==> src/hdl/humidity_temperature_calibrator_unit_assert.svh <==
// assertion macros for the humidity and temperature calibrator
// used by the top level; needs a clock and an active-high reset in scope
`ifndef HUMIDITY_TEMPERATURE_CALIBRATOR_UNIT_ASSERT_SVH
`define HUMIDITY_TEMPERATURE_CALIBRATOR_UNIT_ASSERT_SVH

// same-cycle implication
`define HTC_ASSERT_IMP(label, clock, reset, ante, cons) \
  label: assert property (@(posedge clock) disable iff (reset) (ante) |-> (cons)) \
    else $error("calibrator check failed");

// next-cycle implication
`define HTC_ASSERT_NXT(label, clock, reset, ante, cons) \
  label: assert property (@(posedge clock) disable iff (reset) (ante) |=> (cons)) \
    else $error("calibrator check failed");

`endif

==> src/hdl/htc_pkg.sv <==
// shared types, constants and the divider step for the calibrator
// no dependencies; imported by every module of the block
`timescale 1ns / 1ps

package htc_pkg;

  localparam int Q_W   = 27;  // quotient bits, one division cell each
  localparam int DVS_W = 16;  // divisor magnitude bits
  localparam int RES_W = 28;  // result width in tenths
  localparam int REF_W = 7;   // calibration point in whole units
  localparam int RAW_W = 16;  // raw sample width
  localparam int SPN_W = 11;  // magnitude of span times ten

  typedef enum logic [2:0] {
    REG_HUM_REF0  = 3'd0,
    REG_HUM_REF1  = 3'd1,
    REG_TEMP_REF0 = 3'd2,
    REG_TEMP_REF1 = 3'd3,
    REG_HUM_C0    = 3'd4,
    REG_HUM_C1    = 3'd5,
    REG_TEMP_C0   = 3'd6,
    REG_TEMP_C1   = 3'd7
  } reg_idx_t;

  // calibration line of one quantity
  typedef struct packed {
    logic        [REF_W-1:0] ref0;
    logic        [REF_W-1:0] ref1;
    logic signed [RAW_W-1:0] c0;
    logic signed [RAW_W-1:0] c1;
  } lane_cfg_t;

  // one lane in flight through the divider
  typedef struct packed {
    logic [DVS_W-1:0] rem;
    logic [Q_W-1:0]   work;
    logic [DVS_W-1:0] dvs;
    logic             neg;
    logic             err;
  } lane_t;

  // word handed from cell to cell
  typedef struct packed {
    lane_t t;
    lane_t h;
  } pair_t;

  // one restoring division step: shift in the next dividend bit, try subtract
  function automatic lane_t div_step(lane_t a);
    lane_t            r;
    logic [DVS_W:0]   trial;
    logic [DVS_W:0]   diff;
    r     = a;
    trial = {a.rem, a.work[Q_W-1]};
    diff  = trial - {1'b0, a.dvs};
    if (trial >= {1'b0, a.dvs}) begin
      r.rem  = diff[DVS_W-1:0];
      r.work = {a.work[Q_W-2:0], 1'b1};
    end else begin
      r.rem  = trial[DVS_W-1:0];
      r.work = {a.work[Q_W-2:0], 1'b0};
    end
    return r;
  endfunction

endpackage

==> src/hdl/htc_div_cell.sv <==
// one cell of the divider chain: one quotient bit per lane
// depends on htc_pkg
`timescale 1ns / 1ps

module htc_div_cell
  import htc_pkg::*;
(
  input  logic  clk,
  input  logic  rst,
  input  logic  up_valid,
  output logic  up_ready,
  input  pair_t up_word,
  output logic  dn_valid,
  input  logic  dn_ready,
  output pair_t dn_word
);

  assign up_ready = !dn_valid || dn_ready;

  always_ff @(posedge clk) begin
    if (rst) begin
      dn_valid <= 1'b0;
    end else if (up_ready) begin
      dn_valid <= up_valid;
    end
  end

  always_ff @(posedge clk) begin
    if (up_ready && up_valid) begin
      dn_word.t <= div_step(up_word.t);
      dn_word.h <= div_step(up_word.h);
    end
  end

endmodule

==> config.mk <==
export PLATFORM = sky130hd
export DESIGN_NAME = htc_div_cell
export DESIGN_NICKNAME = d
export VERILOG_FILES = /design/src/hdl/humidity_temperature_calibrator_unit_assert.svh /design/src/hdl/htc_pkg.sv /design/src/hdl/htc_div_cell.sv
export SDC_FILE = /design/constraint.sdc
export NUM_CORES = 1
export LEC_CHECK = 0
export BUFFER_PORTS_ARGS = -buffer_cell sky130_fd_sc_hd__buf_2
export CORE_MARGIN = 2
export CORE_UTILIZATION = 30
export DETAILED_ROUTE_END_ITERATION = 6
export PLACE_DENSITY = 0.57
export RECOVER_POWER = 25
export SLEW_MARGIN = 20
export SYNTH_ARGS = -nofsm -noshare
export SYNTH_HDL_FRONTEND = slang
export SYNTH_SLANG_ARGS = --single-unit
==> constraint.sdc <==
create_clock -name clk -period 9.4 [get_ports clk]
set_clock_uncertainty 0.2 [all_clocks]
set_input_delay 0.47 -clock clk [delete_from_list [all_inputs] [get_ports clk]]
set_output_delay 0.47 -clock clk [all_outputs]
set_load 0.02 [all_outputs]
# Word level (Yosys, flattened, before mapping)

Index checks and enable logic that the tools add are counted.

Input port bits: 126
Logic and storage cells: 20
Flip-flop bits (word level): 123

Order comparisons: 2
Reductions and logical operators: 3
Multiplexer cells: 2
Add/subtract/negate cells: 2

Operator list:

| operator                                                       | count |
|---|---|
| 43-bit 2-to-1 mux                                              | 2 |
| 17-bit by 16-bit greater-or-equal comparator with 1-bit output | 2 |
| 16-bit subtractor                                              | 2 |
| 1-bit logical AND                                              | 1 |
| 1-bit logical NOT                                              | 1 |
| 1-bit logical OR                                               | 1 |

# Logic depth before layout (Yosys ltp)

Depth after elaboration: 3
Depth in mapped cells: 11
Depth with buffers taken out: 10

# Worst setup path before layout

Ideal clock, no wire load.

Kind: input port to flip-flop
Start: in dn_ready
End: reg dn_word[0] (netlist bit) (enable)
Buffers on the path: 0
Stages: 2
Data arrival time: 3.577 ns
Setup slack: 5.128 ns
Data required time: 8.705 ns
Library setup time: 0.495 ns
Cells stage by stage: nand2b_1 and2_1

Cells in the longest elaborated chain, start to end: 2

Ends and longest elaborated chain:

| item              | RTL line           | source |
|---|---|---|
| start, declared   | htc_div_cell.sv:14 | `input logic dn_ready,` |
| 1-bit logical OR  | htc_div_cell.sv:18 | `assign up_ready = !dn_valid \|\| dn_ready;` |
| 1-bit logical AND | htc_div_cell.sv:29 | `if (up_ready && up_valid) begin` |
| end, declared     | htc_div_cell.sv:15 | `output pair_t dn_word` |

Every way passes these cells.
A chain may end at the register's enable or synchronous reset.

# Worst setup path in the final report

Start: in up_word[69] (netlist bit)
End: reg dn_word[111] (netlist bit) (data pin)

Cells in the longest elaborated chain, start to end: 2

Ends and longest elaborated chain:

| item                                                           | RTL line           | source |
|---|---|---|
| start, declared                                                | htc_div_cell.sv:12 | `input pair_t up_word,` |
| 17-bit by 16-bit greater-or-equal comparator with 1-bit output | htc_pkg.sv:56      | `if (trial >= {1'b0, a.dvs}) begin` |
| 43-bit 2-to-1 mux                                              | htc_pkg.sv:56      |  |

Every way passes these cells.

==> metrics.md <==
| Metric | Value |
|---|---|
| Share of layout cells above drive strength 1 | `39.4%` |
| Area of the multi-input gates | `1970 µm²` |
| H-tree depth | `4` |
| Yosys cell types | `59` |
| Maximum clock frequency | `328 MHz` |
| Vias in the first global route | `4,208` |
| Fin area | `8050 µm²` |
| Post-Synthesis Net Count | `592` |
| TritonCTS Buffers | `17` |
| # resized after CTS | `0` |
| Setup repair bufs after CTS | `0` |
| Clk pwr share | `43.2%` |
| Final Wtd Congestion | `0.833` |
| Post-synthesis mux area share | `3.48%` |
| Inserted Diodes | `0` |
| Seq pwr share | `39.4%` |
| Largest family of logic cells by synthesized area | `compound AO/OA/AOI/OAI gates` |
| Total wire length | `14,700 µm` |
| Crit path DAT | `3.01 ns` |
| Max-slew violation count | `0` |
| Vias per inst | `4.48` |
| EDFF count, synth | `122` |
| Delay-heaviest family, CP | `compound AO/OA/AOI/OAI gates` |
| Unrepaired setup endpoints after global routing | `false` |
| Net Sw Frac | `26.1%` |
| Cell depth of the worst setup path | `10` |
| Setup-failing EPs final | `0` |
| Global Route Usage Sum | `14.0%` |
| Synth top area share | `62.6%` |
| Primary FF master, synth | `edfxtp_1` |
| Register area | `3680 µm²` |
| Max-cap viol count | `0` |
| Status | `completed` |
| Leading post-synthesis cells by cell area | `edfxtp_1, ha_1, inv_1` |
| Crit Path Class | `in -> reg` |
| Power Density | `211 nW/µm²` |
| Rows | `51` |
| Required @ worst endpoint | `9.36 ns` |
| Pin count of the biggest net entering global routing | `66` |
| Grt ovf | `0` |
| Clk pin slew, worst setup/hold paths | `0.06 ns` |
| CP peak stage delay | `0.55 ns` |
| Final Hold Viols | `0` |
| Util after Layout | `41.6%` |
| Core Area | `19,300 µm²` |
| Drt first pass iters | `4` |
| Cell Chain, Critical Path | `clkbuf_1, inv_1, ha_1, a21oi_1, o211ai_1, nor3_2, a21oi_2, a211o_4, a21oi_4, mux2_2` |
| Antenna Nets Post-Route | `0` |
| Adder-cell share of the synthesized area | `7.52%` |
| Post-synthesis average cell area | `13.6 µm²` |
| Clk root buf | `clkbuf_16` |
| Filler Cells Inserted | `1,901` |
| Worst rel slew slack | `42.1%` |
| Worst R2R Path Depth | `3` |
| Post-Synth Simple-Gate Area | `6.58%` |
| CTS sink cnt | `123` |
| Async SR Flop Fraction | `0%` |
| Hold slack | `0.0283 ns` |
| First-pass GRT wire length | `21,900 µm` |
| Area leader, netlist | `edfxtp_1` |
| Clock buffer depth | `2` |
| Synth Register Bits | `123` |
| Critical Path Fanout Max | `15` |
| WL per Instance | `15.1 µm` |
| Fin crit period | `3.05 ns` |
| Compound-Gate Fraction of Synth Area | `12.8%` |
| Logic pwr share | `17.3%` |
| Vias | `4,358` |
| Pint | `0.00125 W` |
| Final nets | `855` |
| DRC | `0` |
| Synth warnings | `0` |
| Mapped cell area | `5860 µm²` |
| Tcrit/Tclk final | `32.5%` |
| Final std cells w/o fill | `973` |
| Hold crit path type | `in -> reg` |
| Synth Area in XOR/XNOR | `2.99%` |
| Die extent in y | `144 µm` |
| CP endpoint kind | `flip-flop` |
| DRT iter0 DRCs | `220` |
| Buffers plus inverters on the worst setup path | `2` |
| Total die area | `20,700 µm²` |
| Leakage power | `3.49 nW` |
| DP Cell Count | `940` |
| Clock latency on the worst-skew pair | `0.41 ns` |
| Die span in x | `144 µm` |
| Crit start category | `primary input` |
| Worst slew pin tran | `0.869 ns` |
| CTS tree | `yes` |
| Peak supply drop | `0.119 mV` |
| Count of boundary I/O pins | `250` |
| Sequential area share after synthesis | `62.9%` |
| Worst Hold Depth | `1` |
| Final TNS setup | `0 ns` |
| Mapped Cells | `432` |
| Placed cell area | `7400 µm²` |
| Initial antenna violation count | `0` |
| Net Switching | `0.000443 W` |
| Initial Util | `30.3%` |
| Port bufs | `249` |
| Post-DP HPWL | `11,300 µm` |
| Slowest stage cell, crit path | `a21oi_4` |
| Layout area overhead | `37.4%` |
[cell usage in the layout, fill, tap and decap left out, types with 3 or more instances in the layout]
cell type	n
a21o_1	5
nand3_1	4
ha_1	32
buf_2	221
a211oi_1	3
nor2_1	15
a311oi_1	3
nand2_1	29
a21boi_0	3
mux2_2	6
clkbuf_1	28
inv_1	47
inv_6	6
mux2_4	7
xnor2_1	13
and3_1	3
o31a_1	3
clkbuf_16	17
nor2b_1	4
nand2b_1	3
o211ai_1	3
nor3_1	9
edfxtp_1	122
o21a_1	10
o21ai_0	25
bufinv_16	5
clkinv_4	3
xor2_1	7
a21oi_1	20
a211o_1	3
o31ai_1	5
[power by group through the flow]
| stage | logic (W) | registers, W | clock network [W] |
|---|---|---|---|
| after floorplan | 0.000141 | 0.000738 | 0 |
| after global placement | 0.000295 | 0.000679 | 0 |
| after detailed placement | 0.000297 | 0.000680 | 0 |
| after CTS | 0.000299 | 0.000669 | 0.000753 |
| after global routing | 0.000326 | 0.000673 | 0.000773 |
| final | 0.000294 | 0.000668 | 0.000733 |
[Yosys cell counts (all sizes together), types with 4 or more instances]
cell,n
nand2,29
mux2,14
o21ai,26
nor2,15
nor3,10
a21o,5
xnor2,13
a21oi,22
o21a,10
inv,47
ha,32
edfxtp,122
o31ai,5
clkbuf,5
a211o,4
xor2,7
nand3,4
nor2b,4
[worst register-to-register path, cell delays in order (launching register included)]
cell	delay, ns
dfxtp_1	0.31
nand2b_1	0.10
and2_4	0.63
buf_4	0.85
[sequential cells by signal, indices dropped and copies added, names as in the netlist]
register  cells
dn_valid      1
dn_word     122
[kinds of logic after synthesis]
group           count (synthesis)
compound gates                105
xor+xnor                       20
fa+ha+maj                      34
buf+inv                        54
flops                         123
mux                            16
simple gates                   80
[layer usage]
metal / up-vias / part of all wire, % / GRT usage (%)
met3: 20 / 7.0 / 4.53
met1: 2031 / 42 / 16.3
met4: 0 / 2.3 / 6.24
met5: - / 0 / 0
li1: 2150 / - / -
met2: 157 / 49 / 23.7
[through the flow]
step                      setup WS, ns  power [W]
after global placement            5.74   0.000975
final                             6.35    0.00169
after global routing              6.12    0.00177
after floorplan                   5.13   0.000879
after CTS                         6.17    0.00172
after detailed placement          5.73   0.000977
[layout make-up]
cell class,instances,area share [%]
Sequential cell,123,45.8
Multi-Input combinational cell,255,24.4
Timing Repair Buffer,251,15.3
Clock buffer,17,5.29
Tap cell,265,4.12
Clock inverter,15,2.91
Inverter,47,2.19
[repair_timing]
action | in CTS | in global routing
hold buffers | 1 | 0
setup endpoints to repair | 0 | 0
hold endpoints to repair | 1 | 0
[worst paths after layout]
path | start | to | slack, ns
worst max-delay path | up_word[69] | dn_word[111] | 6.35
worst min-delay path | up_word[26] | dn_word[27] | 0.03
worst max register to register | dn_valid | dn_word[115] | 6.90
worst min register to register | dn_valid | dn_valid | 0.33
Note: power is estimated with default switching activity, not from simulation.
