--- config.mk ---
export PLATFORM = sky130hd
export DESIGN_NAME = htc_post
export DESIGN_NICKNAME = d
export VERILOG_FILES = /design/src/hdl/humidity_temperature_calibrator_unit_assert.svh /design/src/hdl/htc_pkg.sv /design/src/hdl/htc_post.sv
export SDC_FILE = /design/constraint.sdc
export NUM_CORES = 1
export LEC_CHECK = 0
export BUFFER_PORTS_ARGS = -buffer_cell sky130_fd_sc_hd__buf_2
export CORE_UTILIZATION = 50
export CTS_BUF_LIST = sky130_fd_sc_hd__clkbuf_4 sky130_fd_sc_hd__clkbuf_8
export DETAILED_ROUTE_END_ITERATION = 6
export GPL_ROUTABILITY_DRIVEN = 0
export HOLD_SLACK_MARGIN = 0.02
export MAX_ROUTING_LAYER = met4
export PLACE_DENSITY = 0.88
export SETUP_SLACK_MARGIN = 0.1
export SLEW_MARGIN = 0
export SYNTH_ARGS = -nofsm -noshare
export SYNTH_HDL_FRONTEND = slang
export SYNTH_SLANG_ARGS = --single-unit
--- constraint.sdc ---
create_clock -name clk -period 12 [get_ports clk]
set_input_delay 0.6 -clock clk [delete_from_list [all_inputs] [get_ports clk]]
set_output_delay 0.6 -clock clk [all_outputs]
set_load 0.03 [all_outputs]
--- src/hdl/humidity_temperature_calibrator_unit_assert.svh ---
// assertion macros for the humidity and temperature calibrator
// used by the top level; needs a clock and an active-high reset in scope
`ifndef HUMIDITY_TEMPERATURE_CALIBRATOR_UNIT_ASSERT_SVH
`define HUMIDITY_TEMPERATURE_CALIBRATOR_UNIT_ASSERT_SVH

// same-cycle implication
`define HTC_ASSERT_IMP(label, clock, reset, ante, cons) \
  label: assert property (@(posedge clock) disable iff (reset) (ante) |-> (cons)) \
    else $error("calibrator check failed");

// next-cycle implication
`define HTC_ASSERT_NXT(label, clock, reset, ante, cons) \
  label: assert property (@(posedge clock) disable iff (reset) (ante) |=> (cons)) \
    else $error("calibrator check failed");

`endif

--- src/hdl/htc_pkg.sv ---
// shared types, constants and the divider step for the calibrator
// no dependencies; imported by every module of the block
`timescale 1ns / 1ps

package htc_pkg;

  localparam int Q_W   = 27;  // quotient bits, one division cell each
  localparam int DVS_W = 16;  // divisor magnitude bits
  localparam int RES_W = 28;  // result width in tenths
  localparam int REF_W = 7;   // calibration point in whole units
  localparam int RAW_W = 16;  // raw sample width
  localparam int SPN_W = 11;  // magnitude of span times ten

  typedef enum logic [2:0] {
    REG_HUM_REF0  = 3'd0,
    REG_HUM_REF1  = 3'd1,
    REG_TEMP_REF0 = 3'd2,
    REG_TEMP_REF1 = 3'd3,
    REG_HUM_C0    = 3'd4,
    REG_HUM_C1    = 3'd5,
    REG_TEMP_C0   = 3'd6,
    REG_TEMP_C1   = 3'd7
  } reg_idx_t;

  // calibration line of one quantity
  typedef struct packed {
    logic        [REF_W-1:0] ref0;
    logic        [REF_W-1:0] ref1;
    logic signed [RAW_W-1:0] c0;
    logic signed [RAW_W-1:0] c1;
  } lane_cfg_t;

  // one lane in flight through the divider
  typedef struct packed {
    logic [DVS_W-1:0] rem;
    logic [Q_W-1:0]   work;
    logic [DVS_W-1:0] dvs;
    logic             neg;
    logic             err;
  } lane_t;

  // word handed from cell to cell
  typedef struct packed {
    lane_t t;
    lane_t h;
  } pair_t;

  // one restoring division step: shift in the next dividend bit, try subtract
  function automatic lane_t div_step(lane_t a);
    lane_t            r;
    logic [DVS_W:0]   trial;
    logic [DVS_W:0]   diff;
    r     = a;
    trial = {a.rem, a.work[Q_W-1]};
    diff  = trial - {1'b0, a.dvs};
    if (trial >= {1'b0, a.dvs}) begin
      r.rem  = diff[DVS_W-1:0];
      r.work = {a.work[Q_W-2:0], 1'b1};
    end else begin
      r.rem  = trial[DVS_W-1:0];
      r.work = {a.work[Q_W-2:0], 1'b0};
    end
    return r;
  endfunction

endpackage

--- src/hdl/htc_post.sv ---
// back end: sign, offset and error forcing into the output register
// depends on htc_pkg; fed by the last division cell
`timescale 1ns / 1ps

module htc_post
  import htc_pkg::*;
(
  input  logic                    clk,
  input  logic                    rst,
  input  logic                    up_valid,
  output logic                    up_ready,
  input  pair_t                   up_word,
  input  logic [REF_W-1:0]        t_ref0,
  input  logic [REF_W-1:0]        h_ref0,
  output logic                    dn_valid,
  input  logic                    dn_ready,
  output logic signed [RES_W-1:0] t_res,
  output logic signed [RES_W-1:0] h_res,
  output logic                    t_err,
  output logic                    h_err
);

  function automatic logic [RES_W-1:0] finish(lane_t l, logic [REF_W-1:0] ref0);
    logic [RES_W-1:0] q;
    logic [RES_W-1:0] off;
    q   = {1'b0, l.work};
    off = (RES_W'(ref0) << 3) + (RES_W'(ref0) << 1);
    if (l.neg) begin
      q = -q;
    end
    return l.err ? '0 : q + off;
  endfunction

  assign up_ready = !dn_valid || dn_ready;

  always_ff @(posedge clk) begin
    if (rst) begin
      dn_valid <= 1'b0;
    end else if (up_ready) begin
      dn_valid <= up_valid;
    end
  end

  always_ff @(posedge clk) begin
    if (up_ready && up_valid) begin
      t_res <= signed'(finish(up_word.t, t_ref0));
      h_res <= signed'(finish(up_word.h, h_ref0));
      t_err <= up_word.t.err;
      h_err <= up_word.h.err;
    end
  end

endmodule

# Word-level counts from Yosys, hierarchy flattened
# Cells that the tools add are included.
# op_classes
addsub	6
muxes	4
reduce_logical	3
# op_table
op	n
$mux 28	4
$add 28x11->28	2
$neg 27->28	2
$add 10x8->11	2
$logic_and 1x1->1	1
$logic_not 1->1	1
$logic_or 1x1->1	1
# word_totals
output_inout_bits	60
input_bits	140
elab_cells	18
register_bits	59

# Longest topological paths before layout
# Gate-level depths: netlist (run 1).
# logic_depth
word_depth	5
ltp_mapped	17
ltp_nobuf	16

# Worst setup path before layout (run 1)
# No wires, ideal clock.
# synth_path
kind	input-to-reg
from	input port up_word[62] (netlist name)
to	register t_res[12], data pin
stages	17
path_slack_ns	7.163
arrival_ns	4.577
required_ns	11.740
cell_sequence	clkbuf_1 > clkbuf_1 > clkbuf_1 > o21ai_0 > xor2_1 > fa_1 > inv_1 > fa_1 > a211oi_1 > nor2_1 > o311a_1 > o41ai_1 > clkbuf_1 > o21ba_2 > a31oi_1 > o21ai_0 > mux2_2
# synth_via
elab_chain_cells	3
# synth_lines
item	line_no	rtl
from (decl)	htc_post.sv:12	input pair_t up_word,
$mux 28	htc_post.sv:28	if (l.neg) begin
$mux 28	htc_post.sv:45	if (up_ready && up_valid) begin
$add 28x11->28	htc_post.sv:31	return l.err ? '0 : q + off;
to (signal assigned)	htc_post.sv:46	t_res <= signed'(finish(up_word.t, t_ref0));
to (decl)	htc_post.sv:17	output logic signed [RES_W-1:0] t_res,
# No other way between the ends. The select of a mux whose other input is x is not followed.
# A chain may end at the register's enable or synchronous reset.

# Worst setup path in the final report (run 1)
# layout_path
from	input port up_word[79] (netlist name)
to	register t_res[12], data pin
# layout_via
elab_chain_cells	4
# layout_lines
item	line_no	rtl
$neg 27->28	htc_post.sv:29	q = -q;
$mux 28 (*)	htc_post.sv:28	
$mux 28 (*)	htc_post.sv:45	
$add 28x11->28 (*)	htc_post.sv:31	
# Mark *: on every way between the ends. The rest lies on a longest branch, timed or not. The select of a mux whose other input is x is not followed.

==> results.md, run 1 <==
- Antenna Cells: 0
- Synth async-reset ratio: 0%
- Startpoint class of the critical path: input port
- Fmax achieved: around 190 MHz
- Largest cells by area after synthesis: edfxtp_1 31%, xnor2_1 8.7%, ha_1 6.2%
- Post-synth EDFFs: a little under 60
- Port bufs: roughly 140
- First-pass GRT wire length: 21430 um
- Final Hold Fails: 0
- DRC: 0
- Crit. End Element: register
- R2R depth: 3
- CTS Buffer Depth: 2
- Flop2flop setup slack: ~10 ns
- GRT Overall Usage: between 20% and 30%
- Power per cell area: between 100 and 150 mW/mm2
- Clock Skews: between 0.004 and 0.005 ns
- Fin area: around 0.0066 mm2
- Via Count: 5064
- H-tree depth: 3
- Grt ovf: 0
- Final setup vio count: 0
- RR Endpoint: t_res[7]
- CTS Hold Bufs: 0
- Final Critical Period: between 5 and 6 ns
- Final Cycle Share: a little over two fifths
- Slew HR: 28.69%
- Area growth from synthesis to layout: 17.16%
- Sequential area share after synthesis: between 30% and 40%
- Synth Flop Type: edfxtp_1
- Initial antenna violation count: 0
- Mapped Cells: roughly 580
- Placed cell count: about 830
- Least-Margin Pin Slew: 1.058 ns
- Critical path startpoint: up_word[79]
- Clock latency on the worst-skew pair: about 0.34 ns
- Peak supply drop: a little under 0.07 mV
- Worst hold path class: input port to register
- Routed Antenna Nets: 0
- DR pass1 iterations: 5
- Kind of critical path: input port to register
- Unrepaired setup endpoints after global routing: no
- Share of cells above drive strength 1: roughly 27%
- Synth top cells by count: 68 x nor2_1, 58 x edfxtp_1, 56 x xnor2_1
- Status: finished clean
- Worst endpoint required time: ~12 ns
- Std-Cell Rows: 38
- Final Max Slew Viols: 0
- Mean Syn Cell Area: 9.685 um2
- Average wire per standard cell: 15.67 um
- Largest net degree at the start of global routing: 59
- Post-CTS setup buffer count: 0
- Total wire length: roughly 13000 um
- Worst Setup EP: t_res[12]
- Vias per cell: a little under 6
- #FFs+latches synth: 59
- Placed instance area: 0.006329 mm2
- Detailed placer's ending HPWL: about 10000 um
- TNS Setup: 0 ns
- RR Startpoint: dn_valid
- Initial DRC count: approximately 280
- Crit path DAT: roughly 5.3 ns
- Layout Cells excl Fill: roughly 850
- Library cells used by synthesis: a little under 80
- Die Ht: between 100 and 150 um
- Post-CTS Resized: 0
- Final Net Count: 884
- Area leader, netlist: edfxtp_1
- Count leader, synth: nor2_1
- Number of max-cap violations: 0
- Ports: 200
- Leakage: around 2.6 nW
- Number of global-route vias before repair: approximately 4600
- CTS root buffer: clkbuf_8
- Max FO, Critical Path: 11
- Post-Syn Area: roughly 0.0056 mm2
- Clock sink count: 59
- TritonCTS clock tree: built
- Synth warn: 0
- Core footprint: between 0.01 and 0.015 mm2
- Yosys top cell area share: a little over 30%
- Hold path startpoint: rst
- DIE AREA: 0.01164 mm2
- Total CTS buffers: 9
- Register clock-pin slew on the reported worst setup and hold paths: approximately 0.07 ns
- Total Power: 0.7681 mW
- Die width: roughly 110 um
- Syn nets: 759
- Initial Util: slightly above 50%
-- metrics by stage --
| stage | util, % | setup slack (ns) | hold slack (ns) |
|---|---|---|---|
| 2_1_floorplan | - | 7.163 | 0.6691 |
| 3_3_place_gp | 58.12 | 6.727 | 0.4809 |
| 3_5_place_dp | 58.12 | 6.509 | 0.5116 |
| 4_1_cts | 60.34 | 6.864 | 0.3790 |
| 5_1_grt | 60.34 | 6.511 | 0.3847 |
| 6_report | 60.34 | 6.812 | 0.3963 |
-- where the power goes --
group / switching [mW] / internal, mW / total (mW)
logic: 0.183 / 0.110 / 0.294
registers: 0.00470 / 0.255 / 0.260
clock network: 0.0780 / 0.137 / 0.215
-- cells by family (layout without fill, tap and decap cells) --
logic type,count (synthesis),count (layout),synth area share [%]
and+or+nand+nor,227,227,23.38
buffers and inverters,47,177,4.284
xor gates and xnor gates,80,80,12.63
adders and majority gates,40,40,10.53
DFF,59,59,31.41
AOI/OAI and AO/OA,122,122,16.91
muxes,4,4,0.8477
-- flip-flops by register name (all words and copies together), names as in the netlist --
| register | cells |
|---|---|
| t_res | 28 |
| h_err | 1 |
| t_err | 1 |
| h_res | 28 |
| dn_valid | 1 |
-- worst max-delay path: stages --
cell and delay [ns]:
buf_2 0.13, inv_1 0.08, ha_1 0.21, or4b_1 0.67, o21ai_0 0.32, xnor2_1 0.18, fa_1 0.45, ha_1 0.32
o21ai_0 0.12, nor2_1 0.12, o311a_1 0.36, o41ai_2 0.85, nor2b_1 0.12, mux2_2 0.31, o21ai_0 0.09, mux2_2 0.37
-- metal layers --
layer | vias to the layer above | GRT usage [%] | part of all wire [%]
li1 | 2418 | - | -
met1 | 2401 | 25.96 | 38
met2 | 215 | 43.41 | 53
met3 | 30 | 3.269 | 6.2
met4 | 0 | 11.64 | 2.3
met5 | - | - | 0
-- final cells by class --
cell class	instances	area, um2
clock buffers	13	172.7
clock inverters	3	68.82
fillers	887	4318
inverters	25	93.84
multi-input cells	473	3615
flip-flops and latches	59	1762
well taps	140	175.2
repair buffers	136	683.2
-- cell usage in the layout, fill, tap and decap left out, drive strengths merged, types with 3 or more instances in the layout --
master and instances:
a211oi 9, a21o 4, a21oi 15, a31oi 5, buf 136, clkbuf 13
edfxtp 58, fa 12, ha 28, inv 24, mux2 3, nand2 20
nand2b 12, nand3 14, nand4 7, nand4b 3, nor2 68, nor2b 17
nor3 33, nor3b 4, nor4 13, o21a 5, o21ai 25, o31ai 18
o41ai 13, or2 7, or3 8, or4 12, xnor2 56, xor2 24
-- how the worst min path moves through the flow --
stage	end	slack (ns)	cells past startpoint
after CTS	dn_valid	0.38	2
after floorplan	dn_valid	0.67	1
after detailed placement	dn_valid	0.51	2
after global routing	dn_valid	0.38	2
final	dn_valid	0.40	2
after global placement	dn_valid	0.48	2
No activity file was read; power rests on OpenSTA's default activity.
==> inputs of run 2 (changes only) <==
==> constraint.sdc (replaced) <==
create_clock -name clk -period 5.1 [get_ports clk]
set_input_delay 0.255 -clock clk [delete_from_list [all_inputs] [get_ports clk]]
set_output_delay 0.255 -clock clk [all_outputs]
set_load 0.03 [all_outputs]
==> run 2 against run 1 <==
Sequential cell count is the same. Global-route usage shrank 0.79 points. Hold slack lost 0.34 ns. Combinational power grew 140%. Sequential share of layout area is essentially flat. Clock power grew 100%. Sequential power grew 140%. Critical path depth grew 1. Core utilization is essentially flat. Register-to-register slack lost 6.9 ns. Cell area is essentially flat. Non-clock buffer count grew 5. Critical path type unchanged. Largest cell class unchanged.
==> results.md, run 2 (synthesis results as in run 1) <==
- Hold path startpoint: rst
- Ports: 200
- CTS Hold Bufs: 0
- Vias per cell: slightly below 6
- Initial antenna violation count: 0
- Antenna Cells: 0
- RR Startpoint: dn_valid
- CTS root buffer: clkbuf_8
- Flop2flop setup slack: 3.55 ns
- CP cell instances: buf_2 -> inv_1 -> ha_1 -> or4b_1 -> buf_4 -> o21ai_0 -> xnor2_1 -> fa_1 -> ha_1 -> o21ai_0 -> nor2_1 -> o311a_1 -> o41ai_2 -> nor2b_1 -> mux2_2 -> o21ai_0 -> mux2_2
- Total Power: about 1.7 mW
- Number of fill cells: just under 900
- Die width: roughly 110 um
- Fmax achieved: between 200 and 250 MHz
- Commonest non-fill, non-tap cell in the layout: buf_2
- TritonCTS clock tree: built
- DR pass1 iterations: 4
- Hold EP: dn_valid
- Worst Hold Depth: 2
- Initial DRC count: approximately 220
- Share of cells above drive strength 1: between 20% and 30%
- Post-CTS Resized: 0
- Worst endpoint required time: just over 5 ns
- Routed Antenna Nets: 0
- TNS Setup: 0 ns
- Startpoint class of the critical path: input port
- H-tree depth: 3
- Critical path's top delay family: compound AO/OA/AOI/OAI gates
- Final setup vio count: 0
- Power per cell area: approximately 260 mW/mm2
- Number of global-route vias before repair: ~4600
- Regs by FF count: h_res (28), t_res (28)
- Commonest cells after routing, fill and taps aside: 135 x buf_2, 68 x nor2_1, 58 x edfxtp_1, 56 x xnor2_1, 32 x nor3_1
- Std-Cell Rows: 38
- Die Ht: 107.9 um
- Hold_ws: roughly 0.052 ns
- Final Hold Fails: 0
- Worst hold path class: input port to register
- Peak supply drop: between 0.1 and 0.15 mV
- RR Endpoint: h_res[8]
- Area growth from synthesis to layout: 17.14%
- Clock sink count: just under 60
- Via Count: ~5000
- R2R depth: 3
- Max FO, Critical Path: 10
- Crit path DAT: roughly 4.2 ns
- Fin area: ~0.0066 mm2
- Total CTS buffers: 9
- Slew HR: 51.25%
- Most frequent CP cell: o21ai_0
- Grt ovf: 0
- Unrepaired setup endpoints after global routing: no
- Register clock-pin slew on the reported worst setup and hold paths: about 0.07 ns
- Crit-path slowest cell: or4b_1
- Placed instance area: around 0.0064 mm2
- Status: finished clean
- Largest incremental delay on the critical path: around 0.44 ns
- Clock latency on the worst-skew pair: ~0.35 ns
- Final Net Count: 889
- Port bufs: about 140
- CTS Buffer Depth: 2
- Least-Margin Pin Slew: just over 0.7 ns
- First-pass GRT wire length: 20800 um
- Final Critical Period: ~4.1 ns
- Crit. End Element: register
- Leakage: between 2 and 3 nW
- Detailed placer's ending HPWL: 10220 um
- Post-CTS setup buffer count: 0
- Number of max-cap violations: 0
- Buffers & Inverters on Critical Path: 3
- DRC: 0
- Clock Skews: between 0.009 and 0.01 ns
- Largest net degree at the start of global routing: a little under 60
- DIE AREA: between 0.01 and 0.015 mm2
- Average wire per standard cell: approximately 15 um
- Final Max Slew Viols: 0
- GRT Overall Usage: about a quarter
- Core footprint: around 0.011 mm2
- Initial Util: 51.51%
- Final Cycle Share: 80.73%
- Kind of critical path: input port to register
- Total wire length: ~13000 um
-- run 2: changes by cell type in the layout (fill, tap and decap cells not counted) --
cell,before,now
buf_4,1,6
bufinv_16,2,1
clkbuf_4,1,2
clkbuf_8,12,10
clkinv_2,0,1
clkinv_4,1,0
clkinvlp_4,0,2
-- run 2: layout make-up --
cell class / count / area (um2) / share of cell area, %
Clock buffer: 12 / 152.6 / 2.324
Clock inverter: 4 / 50.05 / 0.7619
Inverter: 25 / 93.84 / 1.429
Multi-Input combinational cell: 473 / 3615 / 55.03
Sequential cell: 59 / 1762 / 26.82
Tap cell: 140 / 175.2 / 2.667
Timing Repair Buffer: 141 / 720.7 / 10.97
-- run 2: stage by stage --
stage | instances | setup WS, ns | util [%]
after floorplan | 579 | 0.6081 | -
after global placement | 838 | 0.7674 | 58.47
after detailed placement | 838 | 0.6804 | 58.47
after CTS | 854 | 1.055 | 60.33
after global routing | 854 | 0.6978 | 60.33
final | 854 | 0.9829 | 60.33
-- run 2: power breakdown --
| group | switching (mW) | internal [mW] |
|---|---|---|
| Combinational | 0.426 | 0.264 |
| Clock | 0.186 | 0.249 |
| Sequential | 0.0112 | 0.600 |
-- run 2: metal layers --
metal | part of all wire (%) | GRT usage [%] | vias up
met1 | 40 | 26.50 | 2359
met3 | 5.5 | 3.692 | 22
met2 | 53 | 40.80 | 182
li1 | - | - | 2428
met4 | 2.0 | 9.393 | 0
met5 | 0 | - | -
-- run 2: worst max path at each step --
| stage | slack (ns) | depth (start not counted) | to | startpoint |
|---|---|---|---|---|
| after floorplan | 0.61 | 17 | t_res[12] | up_word[62] |
| after global placement | 0.77 | 17 | t_res[12] | up_word[79] |
| after detailed placement | 0.68 | 17 | t_res[12] | up_word[80] |
| after CTS | 1.05 | 17 | t_res[12] | up_word[80] |
| after global routing | 0.70 | 17 | t_res[12] | up_word[79] |
| final | 0.98 | 17 | t_res[12] | up_word[80] |
