File: config.mk
export PLATFORM = sky130hd
export DESIGN_NAME = htc_prep
export DESIGN_NICKNAME = d
export VERILOG_FILES = /design/src/hdl/humidity_temperature_calibrator_unit_assert.svh /design/src/hdl/htc_pkg.sv /design/src/hdl/htc_prep.sv
export SDC_FILE = /design/constraint.sdc
export NUM_CORES = 1
export LEC_CHECK = 0
export BUFFER_PORTS_ARGS = -buffer_cell sky130_fd_sc_hd__buf_2
export CORE_MARGIN = 2
export CORE_UTILIZATION = 40
export DETAILED_ROUTE_END_ITERATION = 16
export GPL_ROUTABILITY_DRIVEN = 0
export PLACE_DENSITY = 0.6
export SLEW_MARGIN = 25
export SYNTH_ARGS = -nofsm -noshare
export SYNTH_HDL_FRONTEND = slang
export SYNTH_SLANG_ARGS = --single-unit
File: constraint.sdc
create_clock -name clk -period 6.6 [get_ports clk]
set_input_delay 1.32 -clock clk [delete_from_list [all_inputs] [get_ports clk]]
set_output_delay 1.32 -clock clk [all_outputs]
set_load 0.1 [all_outputs]
File: src/hdl/humidity_temperature_calibrator_unit_assert.svh
// assertion macros for the humidity and temperature calibrator
// used by the top level; needs a clock and an active-high reset in scope
`ifndef HUMIDITY_TEMPERATURE_CALIBRATOR_UNIT_ASSERT_SVH
`define HUMIDITY_TEMPERATURE_CALIBRATOR_UNIT_ASSERT_SVH

// same-cycle implication
`define HTC_ASSERT_IMP(label, clock, reset, ante, cons) \
  label: assert property (@(posedge clock) disable iff (reset) (ante) |-> (cons)) \
    else $error("calibrator check failed");

// next-cycle implication
`define HTC_ASSERT_NXT(label, clock, reset, ante, cons) \
  label: assert property (@(posedge clock) disable iff (reset) (ante) |=> (cons)) \
    else $error("calibrator check failed");

`endif

File: src/hdl/htc_pkg.sv
// shared types, constants and the divider step for the calibrator
// no dependencies; imported by every module of the block
`timescale 1ns / 1ps

package htc_pkg;

  localparam int Q_W   = 27;  // quotient bits, one division cell each
  localparam int DVS_W = 16;  // divisor magnitude bits
  localparam int RES_W = 28;  // result width in tenths
  localparam int REF_W = 7;   // calibration point in whole units
  localparam int RAW_W = 16;  // raw sample width
  localparam int SPN_W = 11;  // magnitude of span times ten

  typedef enum logic [2:0] {
    REG_HUM_REF0  = 3'd0,
    REG_HUM_REF1  = 3'd1,
    REG_TEMP_REF0 = 3'd2,
    REG_TEMP_REF1 = 3'd3,
    REG_HUM_C0    = 3'd4,
    REG_HUM_C1    = 3'd5,
    REG_TEMP_C0   = 3'd6,
    REG_TEMP_C1   = 3'd7
  } reg_idx_t;

  // calibration line of one quantity
  typedef struct packed {
    logic        [REF_W-1:0] ref0;
    logic        [REF_W-1:0] ref1;
    logic signed [RAW_W-1:0] c0;
    logic signed [RAW_W-1:0] c1;
  } lane_cfg_t;

  // one lane in flight through the divider
  typedef struct packed {
    logic [DVS_W-1:0] rem;
    logic [Q_W-1:0]   work;
    logic [DVS_W-1:0] dvs;
    logic             neg;
    logic             err;
  } lane_t;

  // word handed from cell to cell
  typedef struct packed {
    lane_t t;
    lane_t h;
  } pair_t;

  // one restoring division step: shift in the next dividend bit, try subtract
  function automatic lane_t div_step(lane_t a);
    lane_t            r;
    logic [DVS_W:0]   trial;
    logic [DVS_W:0]   diff;
    r     = a;
    trial = {a.rem, a.work[Q_W-1]};
    diff  = trial - {1'b0, a.dvs};
    if (trial >= {1'b0, a.dvs}) begin
      r.rem  = diff[DVS_W-1:0];
      r.work = {a.work[Q_W-2:0], 1'b1};
    end else begin
      r.rem  = trial[DVS_W-1:0];
      r.work = {a.work[Q_W-2:0], 1'b0};
    end
    return r;
  endfunction

endpackage

File: src/hdl/htc_prep.sv
// front end: differences and magnitudes, then the numerator product
// depends on htc_pkg; feeds the first division cell
`timescale 1ns / 1ps

module htc_prep
  import htc_pkg::*;
(
  input  logic                    clk,
  input  logic                    rst,
  input  logic                    up_valid,
  output logic                    up_ready,
  input  logic signed [RAW_W-1:0] raw_humidity,
  input  logic signed [RAW_W-1:0] raw_temperature,
  input  lane_cfg_t               t_cfg,
  input  lane_cfg_t               h_cfg,
  output logic                    dn_valid,
  input  logic                    dn_ready,
  output pair_t                   dn_word
);

  typedef struct packed {
    logic [DVS_W-1:0] mag_diff;
    logic [SPN_W-1:0] mag_span;
    logic [DVS_W-1:0] mag_dvs;
    logic             neg;
    logic             err;
  } prep_t;

  typedef struct packed {
    prep_t t;
    prep_t h;
  } prep_pair_t;

  function automatic prep_t prep_lane(logic signed [RAW_W-1:0] raw, lane_cfg_t c);
    prep_t              p;
    logic [RAW_W:0]     diff;
    logic [RAW_W:0]     dvs;
    logic [RAW_W:0]     adiff;
    logic [RAW_W:0]     advs;
    logic [REF_W:0]     span;
    logic [REF_W:0]     aspan;
    logic [SPN_W-1:0]   s;
    diff  = {raw[RAW_W-1], raw} - {c.c0[RAW_W-1], c.c0};
    dvs   = {c.c1[RAW_W-1], c.c1} - {c.c0[RAW_W-1], c.c0};
    span  = {1'b0, c.ref1} - {1'b0, c.ref0};
    adiff = diff[RAW_W] ? -diff : diff;
    advs  = dvs[RAW_W] ? -dvs : dvs;
    aspan = span[REF_W] ? -span : span;
    s     = ({4'b0, aspan[REF_W-1:0]} << 3) + ({4'b0, aspan[REF_W-1:0]} << 1);
    p.mag_diff = adiff[DVS_W-1:0];
    p.mag_span = s;
    p.mag_dvs  = advs[DVS_W-1:0];
    p.neg      = diff[RAW_W] ^ span[REF_W] ^ dvs[RAW_W];
    p.err      = (dvs == '0);
    return p;
  endfunction

  function automatic lane_t mul_lane(prep_t p);
    lane_t l;
    l.rem  = '0;
    // both operands widened to the full quotient width before the product
    l.work = {{(Q_W-DVS_W){1'b0}}, p.mag_diff} * {{(Q_W-SPN_W){1'b0}}, p.mag_span};
    l.dvs  = p.mag_dvs;
    l.neg  = p.neg;
    l.err  = p.err;
    return l;
  endfunction

  logic       a_vld;
  prep_pair_t a_word;
  logic       a_ready;

  assign up_ready = !a_vld || a_ready;
  assign a_ready  = !dn_valid || dn_ready;

  // stage a: subtractions and magnitudes
  always_ff @(posedge clk) begin
    if (rst) begin
      a_vld <= 1'b0;
    end else if (up_ready) begin
      a_vld <= up_valid;
    end
  end

  always_ff @(posedge clk) begin
    if (up_ready && up_valid) begin
      a_word.t <= prep_lane(raw_temperature, t_cfg);
      a_word.h <= prep_lane(raw_humidity, h_cfg);
    end
  end

  // stage b: numerator magnitude
  always_ff @(posedge clk) begin
    if (rst) begin
      dn_valid <= 1'b0;
    end else if (a_ready) begin
      dn_valid <= a_vld;
    end
  end

  always_ff @(posedge clk) begin
    if (a_ready && a_vld) begin
      dn_word.t <= mul_lane(a_word.t);
      dn_word.h <= mul_lane(a_word.h);
    end
  end

endmodule

Word-level counts from Yosys, hierarchy flattened
Cells that the tools add are included. W data, S select, Z words.

Flip-flop bits (word level): 182. Word-level logic and storage cells: 54.

$add $sub $neg: 14. $mul: 2. Muxes and demuxes: 6. Bitwise gates (word level): 4. Reduce and logical (&&, ||, !) cells: 8.

Operators with widths (count): $sub A16 B16 Y17 (4); $mux W16 (4); $neg A16 Y16 (4); $mul A16 B11 Y27 (2); $logic_not A17 Y1 (2); $add A10 B8 Y11 (2); $sub A7 B7 Y8 (2); $mux W7 (2); $neg A7 Y7 (2); $xor A1 B1 Y1 (4); $logic_and A1 B1 Y1 (2); $logic_not A1 Y1 (2); $logic_or A1 B1 Y1 (2).

Logic depth before layout (Yosys ltp)
Gate-level depths: netlist of the first run.

Word-level depth: 4. Gate-level depth with buffers: 22.

Worst setup path before layout of the first run
No wires, ideal clock.

Path kind: input port to flip-flop. Start point: input port dn_ready. End point: register dn_word[0] in the netlist's numbering, enable pin. Setup time: 0.546 ns. Data arrival time: 5.298 ns. Required time: 6.054 ns. Path slack: 0.756 ns. Stages on the path: 2. Path buffers: 0. Path through: nor2b_1 > nor2b_1.

Word-level cells in the longest chain between the ends: 2.

Ends and longest elaborated chain: from (decl) (RTL line htc_prep.sv:17) `input logic dn_ready,`; $logic_or A1 B1 Y1 (RTL line htc_prep.sv:74) `assign a_ready = !dn_valid || dn_ready;`; $logic_and A1 B1 Y1 (RTL line htc_prep.sv:102) `if (a_ready && a_vld) begin`; to (decl) (RTL line htc_prep.sv:18) `output pair_t dn_word`.

No other way between the ends. A chain may end at the register's enable or synchronous reset.

Worst setup path in the final report of the first run
Start point: register a_word[66] in the netlist's numbering. End point: register dn_word[105] in the netlist's numbering (data pin).

Word-level cells in the longest chain between the ends: 1.

Ends and longest elaborated chain: from (decl) (RTL line htc_prep.sv:70) `prep_pair_t a_word;`; $mul A16 B11 Y27 (RTL line htc_prep.sv:62) `l.work = {{(Q_W-DVS_W){1'b0}}, p.mag_diff} * {{(Q_W-SPN_W){1'b0}}, p.mag_span};`.

No other way between the ends.

==> qor.csv, run 1 <==
metric;value;unit
Synth cell types;67;
Async S/R FF share, synth;0;%
Final Routed Wirelength;50200;microns
Tcrit/Tclk final;96.1;%
drt first pass iters;5;
Post-synth EDFFs;176;
vias in the first global route;16100;
Vias/cell;5.00;
final setup fails;0;
mapped cell area;0.0219;sq mm
largest net degree at the start of global routing;70;
DRC;0;
CTS clock-pin slew for the worst setup and hold paths;0.07;ns
Syn Area/Cell;9.46;sq um
clock sink count;178;
FF/Latch Area;0.00533;sq mm
Detail Route Antenna Nets;0;
clk_lat worst skew;0.49;ns
Routed wire per std cell;15.7;microns
Vias;16000;
Clock Path Buffers;2;
Total GRT Usage;18.0;%
Max Fclk;158;MHz
HPWL Detailed;41300;microns
H-tree levels;4;
min Tclk post-route;6.34;ns
total gr overflow;0;
WS Path Type;flip-flop to flip-flop;
utilization after layout;44.8;%
Required @ worst endpoint;6.84;ns
antenna violations before repair;1;
IO buf count;217;
Core ar.;0.0539;sq mm
drt initial violations;747;
first-pass GRT wire length;80900;microns
Most used DFF post-synth;edfxtp_1;
crit path launch type;flip-flop;
endpoint class of the critical path;flip-flop;
Die Wd;238;microns
Top Ports;252;
setup TNS;0;ns
clk_skew;0.0153;ns
Data arrival, critical path;6.59;ns
Die Y;238;microns
Starting Density;40.5;%
RSZ-0062 raised after global routing;no;
yosys warns;0;
outcome;finished clean;
CTS Buf Count;17;
Hold Crit Class;flip-flop to flip-flop;
Clock Root Buffer;clkbuf_16;
Final Net Count;3089;
CTS tree;yes;
Slew HR;37.8;%
Post-CTS Hold Buffers;0;
Synth Instances;2310;
max_cap viols;0;
Worst-Margin Slew;0.934;ns
area of the multi-input gates;0.0147;sq mm
Syn-to-layout area delta;10.5;%
Fillers;5172;
Final Hold Viols;0;
share of cells above drive strength 1;11.3;%
Cell Rows;85;
register area share after synthesis;24.4;%
#FFs+latches synth;178;
CP Max Fanout;16;
Slew Viols, Final;0;
DIE AREA;0.0565;sq mm
## flip-flops by register name, indices dropped and copies added (netlist names)
register,count
a_vld,1
dn_valid,1
a_word,88
dn_word,88
## synthesized netlist by cell type, types with 8 or more instances
master | number | area share, %
o31ai_1 | 18 | 0.62
xnor2_1 | 125 | 5.0
buf_4 | 34 | 1.2
inv_1 | 389 | 6.7
a21oi_1 | 103 | 2.4
a31oi_1 | 21 | 0.60
clkbuf_1 | 66 | 1.1
nand3_1 | 22 | 0.50
and2_1 | 149 | 4.3
nand2b_1 | 15 | 0.43
nor2b_1 | 17 | 0.49
a211oi_1 | 9 | 0.31
fa_1 | 230 | 21
xor2_1 | 48 | 1.9
nor2_1 | 107 | 1.8
nor3_1 | 40 | 0.92
nand2_1 | 244 | 4.2
o21bai_1 | 14 | 0.48
o21a_1 | 15 | 0.52
or2_2 | 8 | 0.23
and3_1 | 12 | 0.34
o21ai_0 | 58 | 1.3
edfxtp_1 | 176 | 24
ha_1 | 240 | 14
a21o_1 | 29 | 1.0
or3_1 | 13 | 0.37
## cell usage in the layout, fill, tap and decap left out, drive strengths merged, types with 7 or more instances in the layout
| master | instances |
|---|---|
| conb | 34 |
| a21o | 29 |
| o21bai | 14 |
| or2 | 8 |
| o21ai | 59 |
| xor2 | 48 |
| a31oi | 21 |
| o21a | 15 |
| o211ai | 7 |
| edfxtp | 176 |
| nor3 | 40 |
| clkbuf | 17 |
| ha | 240 |
| nand2b | 15 |
| a21oi | 103 |
| clkinv | 7 |
| a211oi | 9 |
| buf | 229 |
| and2 | 150 |
| nand2 | 244 |
| nor2 | 107 |
| fa | 230 |
| nor2b | 17 |
| nand3 | 22 |
| and3 | 12 |
| a2111oi | 7 |
| o31ai | 18 |
| inv | 395 |
| xnor2 | 125 |
| or3 | 13 |
## worst max-delay path, cell delays in order, from the launching register on
cell and delay (ns):
edfxtp_1 0.70, nand2_1 0.15, fa_1 0.51, fa_1 0.53
inv_1 0.06, fa_1 0.50, fa_1 0.49, inv_1 0.05
fa_1 0.48, inv_1 0.04, ha_1 0.32, o21ai_0 0.12
a21boi_0 0.33, nor2_1 0.08, a2111oi_0 0.69, buf_4 0.24
o311ai_0 0.22, nand3_1 0.20, a31o_2 0.17, a21oi_1 0.07
xor2_1 0.14
## through the flow
stage          std cells  setup slack [ns]  hold WS, ns  cell area, sq um
2_1_floorplan       2343             0.756        0.400             22000
3_3_place_gp        3167             0.353        0.401             23500
3_5_place_dp        3167             0.216        0.405             23500
4_1_cts             3199             0.197        0.422             24100
5_1_grt             3201           0.00296        0.428             24200
6_report            3201             0.257        0.425             24200
## per-layer routing
layer / track usage, % / share of wire, % / vias to the layer above
met4: 6.50 / 2.5 / 0
met3: 4.30 / 6.4 / 65
li1: - / - / 7866
met2: 28.2 / 44 / 409
met1: 24.4 / 47 / 7655
met5: 0 / 0 / -
## path summary, 6_finish.rpt
check / from / to / slack [ns] / cells past startpoint
min: a_word[60]$_DFFE_PP_ / dn_word[76]$_DFFE_PP_ / 0.43 / 0
max: a_word[66]$_DFFE_PP_ / dn_word[105]$_DFFE_PP_ / 0.26 / 20
max reg2reg: a_word[66]$_DFFE_PP_ / dn_word[105]$_DFFE_PP_ / 0.26 / 20
min reg2reg: a_word[60]$_DFFE_PP_ / dn_word[76]$_DFFE_PP_ / 0.43 / 0
## what timing repair did
action | 4_1_cts | 5_1_grt
gates resized for setup | 0 | 1
setup endpoints to repair | 0 | 2
buffers inserted | 0 | 1
## final cells by class
type | count | share of cell area [%]
Antenna cell | 1 | 0.0104
Tap cell | 696 | 3.60
Timing Repair Buffer | 229 | 4.92
Clock buffer | 17 | 1.76
Clock inverter | 15 | 0.761
Inverter | 389 | 6.04
Sequential cell | 178 | 22.0
Multi-Input combinational cell | 1676 | 60.9
## cell families (layout without fill, tap and decap cells)
| group | count (synthesis) | count (layout) | share of synthesized area [%] |
|---|---|---|---|
| AO/OA/AOI/OAI | 328 | 328 | 9.63 |
| XOR/XNOR | 173 | 173 | 6.93 |
| adder cells (fa/ha/maj) | 470 | 470 | 34.8 |
| buffers and inverters | 489 | 650 | 8.98 |
| flip-flops | 178 | 178 | 24.4 |
| multiplexers | 8 | 8 | 0.378 |
| other | 1 | 35 | 0.0172 |
| AND/OR/NAND/NOR | 663 | 663 | 14.9 |
Power of run 1 is not shown: default switching activity piles up to over one toggle a cycle in this logic, so the estimate is an artifact.
==> run 2: changes to the inputs <==
--- a/config.mk
+++ b/config.mk
@@ -5,6 +5,7 @@
 export SDC_FILE = /design/constraint.sdc
 export NUM_CORES = 1
 export LEC_CHECK = 0
+export ABC_AREA = 1
 export BUFFER_PORTS_ARGS = -buffer_cell sky130_fd_sc_hd__buf_2
 export CORE_MARGIN = 2
 export CORE_UTILIZATION = 40
==> qor.csv, run 2 <==
metric;value;unit
outcome;finished clean;
most frequent cells in the layout;nand2_1 (817), inv_1 (665), ha_1 (240), fa_1 (230), buf_2 (217);
Slew Viols, Final;0;
CTS clock-pin slew for the worst setup and hold paths;0.09;ns
Syn-to-layout area delta;9.86;%
Post-CTS Hold Buffers;0;
DRC;0;
hold path depth;0;
XOR/XNOR Fraction of Synth Area;5.50;%
r2r worst-path depth;17;
Routed wire per std cell;13.9;microns
Async S/R FF share, synth;0;%
Post-synth top cells;nand2_1 (817), inv_1 (666), ha_1 (240), fa_1 (230), edfxtp_1 (176);
Clock Path Buffers;2;
most numerous cell in the Yosys netlist;nand2_1;
Die Y;244;microns
share of cells above drive strength 1;10.1;%
Final Net Count;3677;
IO buf count;217;
final setup fails;0;
vias in the first global route;17100;
DIE AREA;0.0597;sq mm
clk_skew;0.0221;ns
CP Max Fanout;16;
yosys warns;0;
PostCTS Resize Cnt;0;
Synth cell types;51;
Cell Rows;88;
share of the synthesized area in the top cell type;22.9;%
H-tree levels;4;
Detail Route Antenna Nets;0;
Top Ports;252;
Final Hold Viols;0;
critical path cell sequence;nand2_1, fa_1, fa_1, inv_1, fa_1, fa_1, inv_1, fa_1, inv_1, ha_1, nand2_1, nor2_1, o21ai_0, o211ai_1, a31oi_1, o21ai_0, xor2_1;
Max Fclk;184;MHz
Vias;17700;
RSZ-0062 raised after global routing;no;
worst r2r src;a_word[65]$_DFFE_PP_;
Final Routed Wirelength;53700;microns
Core ar.;0.0574;sq mm
clock sink count;178;
register area share after synthesis;23.0;%
Vias/cell;4.59;
HPWL Detailed;45000;microns
Most used DFF post-synth;edfxtp_1;
mapped cell area;0.0231;sq mm
Post-synth EDFFs;176;
min Tclk post-route;5.43;ns
largest net degree at the start of global routing;65;
hold path endpoint;dn_word[67]$_DFFE_PP_;
CP Buf/Inv Count;3;
Die Wd;244;microns
CP max stage delay;0.74;ns
Data arrival, critical path;5.69;ns
Synth Instances;2918;
clk_lat worst skew;0.52;ns
CTS Buf Count;17;
WS Path Type;flip-flop to flip-flop;
Synth area leader;edfxtp_1;
Worst-Margin Slew;0.899;ns
post-synthesis mux area share;0;%
Largest regs;a_word: 88 flops, dn_word: 88 flops;
#FFs+latches synth;178;
Starting Density;40.3;%
area share of fa/ha/maj cells after synthesis;32.9;%
Hold WS;0.423;ns
drt first pass iters;5;
CP delay by family, top;adder cells;
commonest non-fill, non-tap cell in the layout;nand2_1;
RR Endpoint;dn_word[94]$_DFFE_PP_;
Fillers;5785;
drt initial violations;811;
main combinational cell family by area after synthesis;adder cells;
endpoint class of the critical path;flip-flop;
CTS tree;yes;
Synth Area in Simple Gates;20.7;%
Tcrit/Tclk final;82.2;%
largest cells by area after synthesis;edfxtp_1 (23%), fa_1 (20%), nand2_1 (13%);
Final WS setup;1.17;ns
Crit-path slowest cell;edfxtp_1;
antenna violations before repair;3;
total gr overflow;0;
Required @ worst endpoint;6.86;ns
Total GRT Usage;18.4;%
first-pass GRT wire length;87400;microns
Clock Root Buffer;clkbuf_16;
most frequent CP cell;fa_1;
setup TNS;0;ns
Hold Crit Class;flip-flop to flip-flop;
crit path launch type;flip-flop;
reg2reg setup slack;1.17;ns
compound-gate portion of the synthesized area;4.54;%
hold_sp;a_word[51]$_DFFE_PP_;
post-CTS setup buffers;0;
Syn Area/Cell;7.92;sq um
Slew HR;40.1;%
max_cap viols;0;
Place WS;1.20;ns
-- run 2: layout make-up --
cell class	instances	area [sq um]	area share [%]
diodes	3	7.51	0.0296
clock buffers	17	425	1.68
clock inverters	15	215	0.848
inverters	668	2510	9.88
multi-input cells	1994	14800	58.5
flip-flops and latches	178	5330	21.0
well taps	765	957	3.77
repair buffers	220	1110	4.37
-- run 2: worst max-delay path by stage --
stage               slack, ns  cells after the start                    end            startpoint
CTS                      1.21                     17  dn_word[94]$_DFFE_PP_  a_word[65]$_DFFE_PP_
finish                   1.17                     17  dn_word[94]$_DFFE_PP_  a_word[65]$_DFFE_PP_
floorplan                0.42                      2   dn_word[0]$_DFFE_PP_              dn_ready
global route             0.89                     17  dn_word[94]$_DFFE_PP_  a_word[71]$_DFFE_PP_
detailed placement       1.20                     17  dn_word[94]$_DFFE_PP_  a_word[65]$_DFFE_PP_
global placement         1.20                     17  dn_word[94]$_DFFE_PP_  a_word[65]$_DFFE_PP_
-- run 2: metrics by stage --
| stage | area [sq um] | utilization, % | cells |
|---|---|---|---|
| global placement | 24700 | 43.1 | 3825 |
| floorplan | 23200 | - | 2951 |
| finish | 25400 | 44.3 | 3860 |
| detailed placement | 24700 | 43.1 | 3825 |
| global route | 25400 | 44.2 | 3858 |
| CTS | 25400 | 44.2 | 3857 |
-- run 2: cell families (layout without fill, tap and decap cells) --
logic type,after synthesis,count (layout)
compound gates,190,190
other cells,1,37
buf+inv,779,920
xor+xnor,139,139
flops,178,178
fa+ha+maj,470,470
simple gates,1161,1161
-- run 2: routing by layer --
metal,global-route usage [%],wire (microns),vias to the layer above
met1,26.6,27000,8152
met4,5.20,972,2
met3,4.97,3620,43
li1,-,-,9139
met5,0,5,-
met2,27.0,22200,367
Power of run 2 is left out for the same reason.
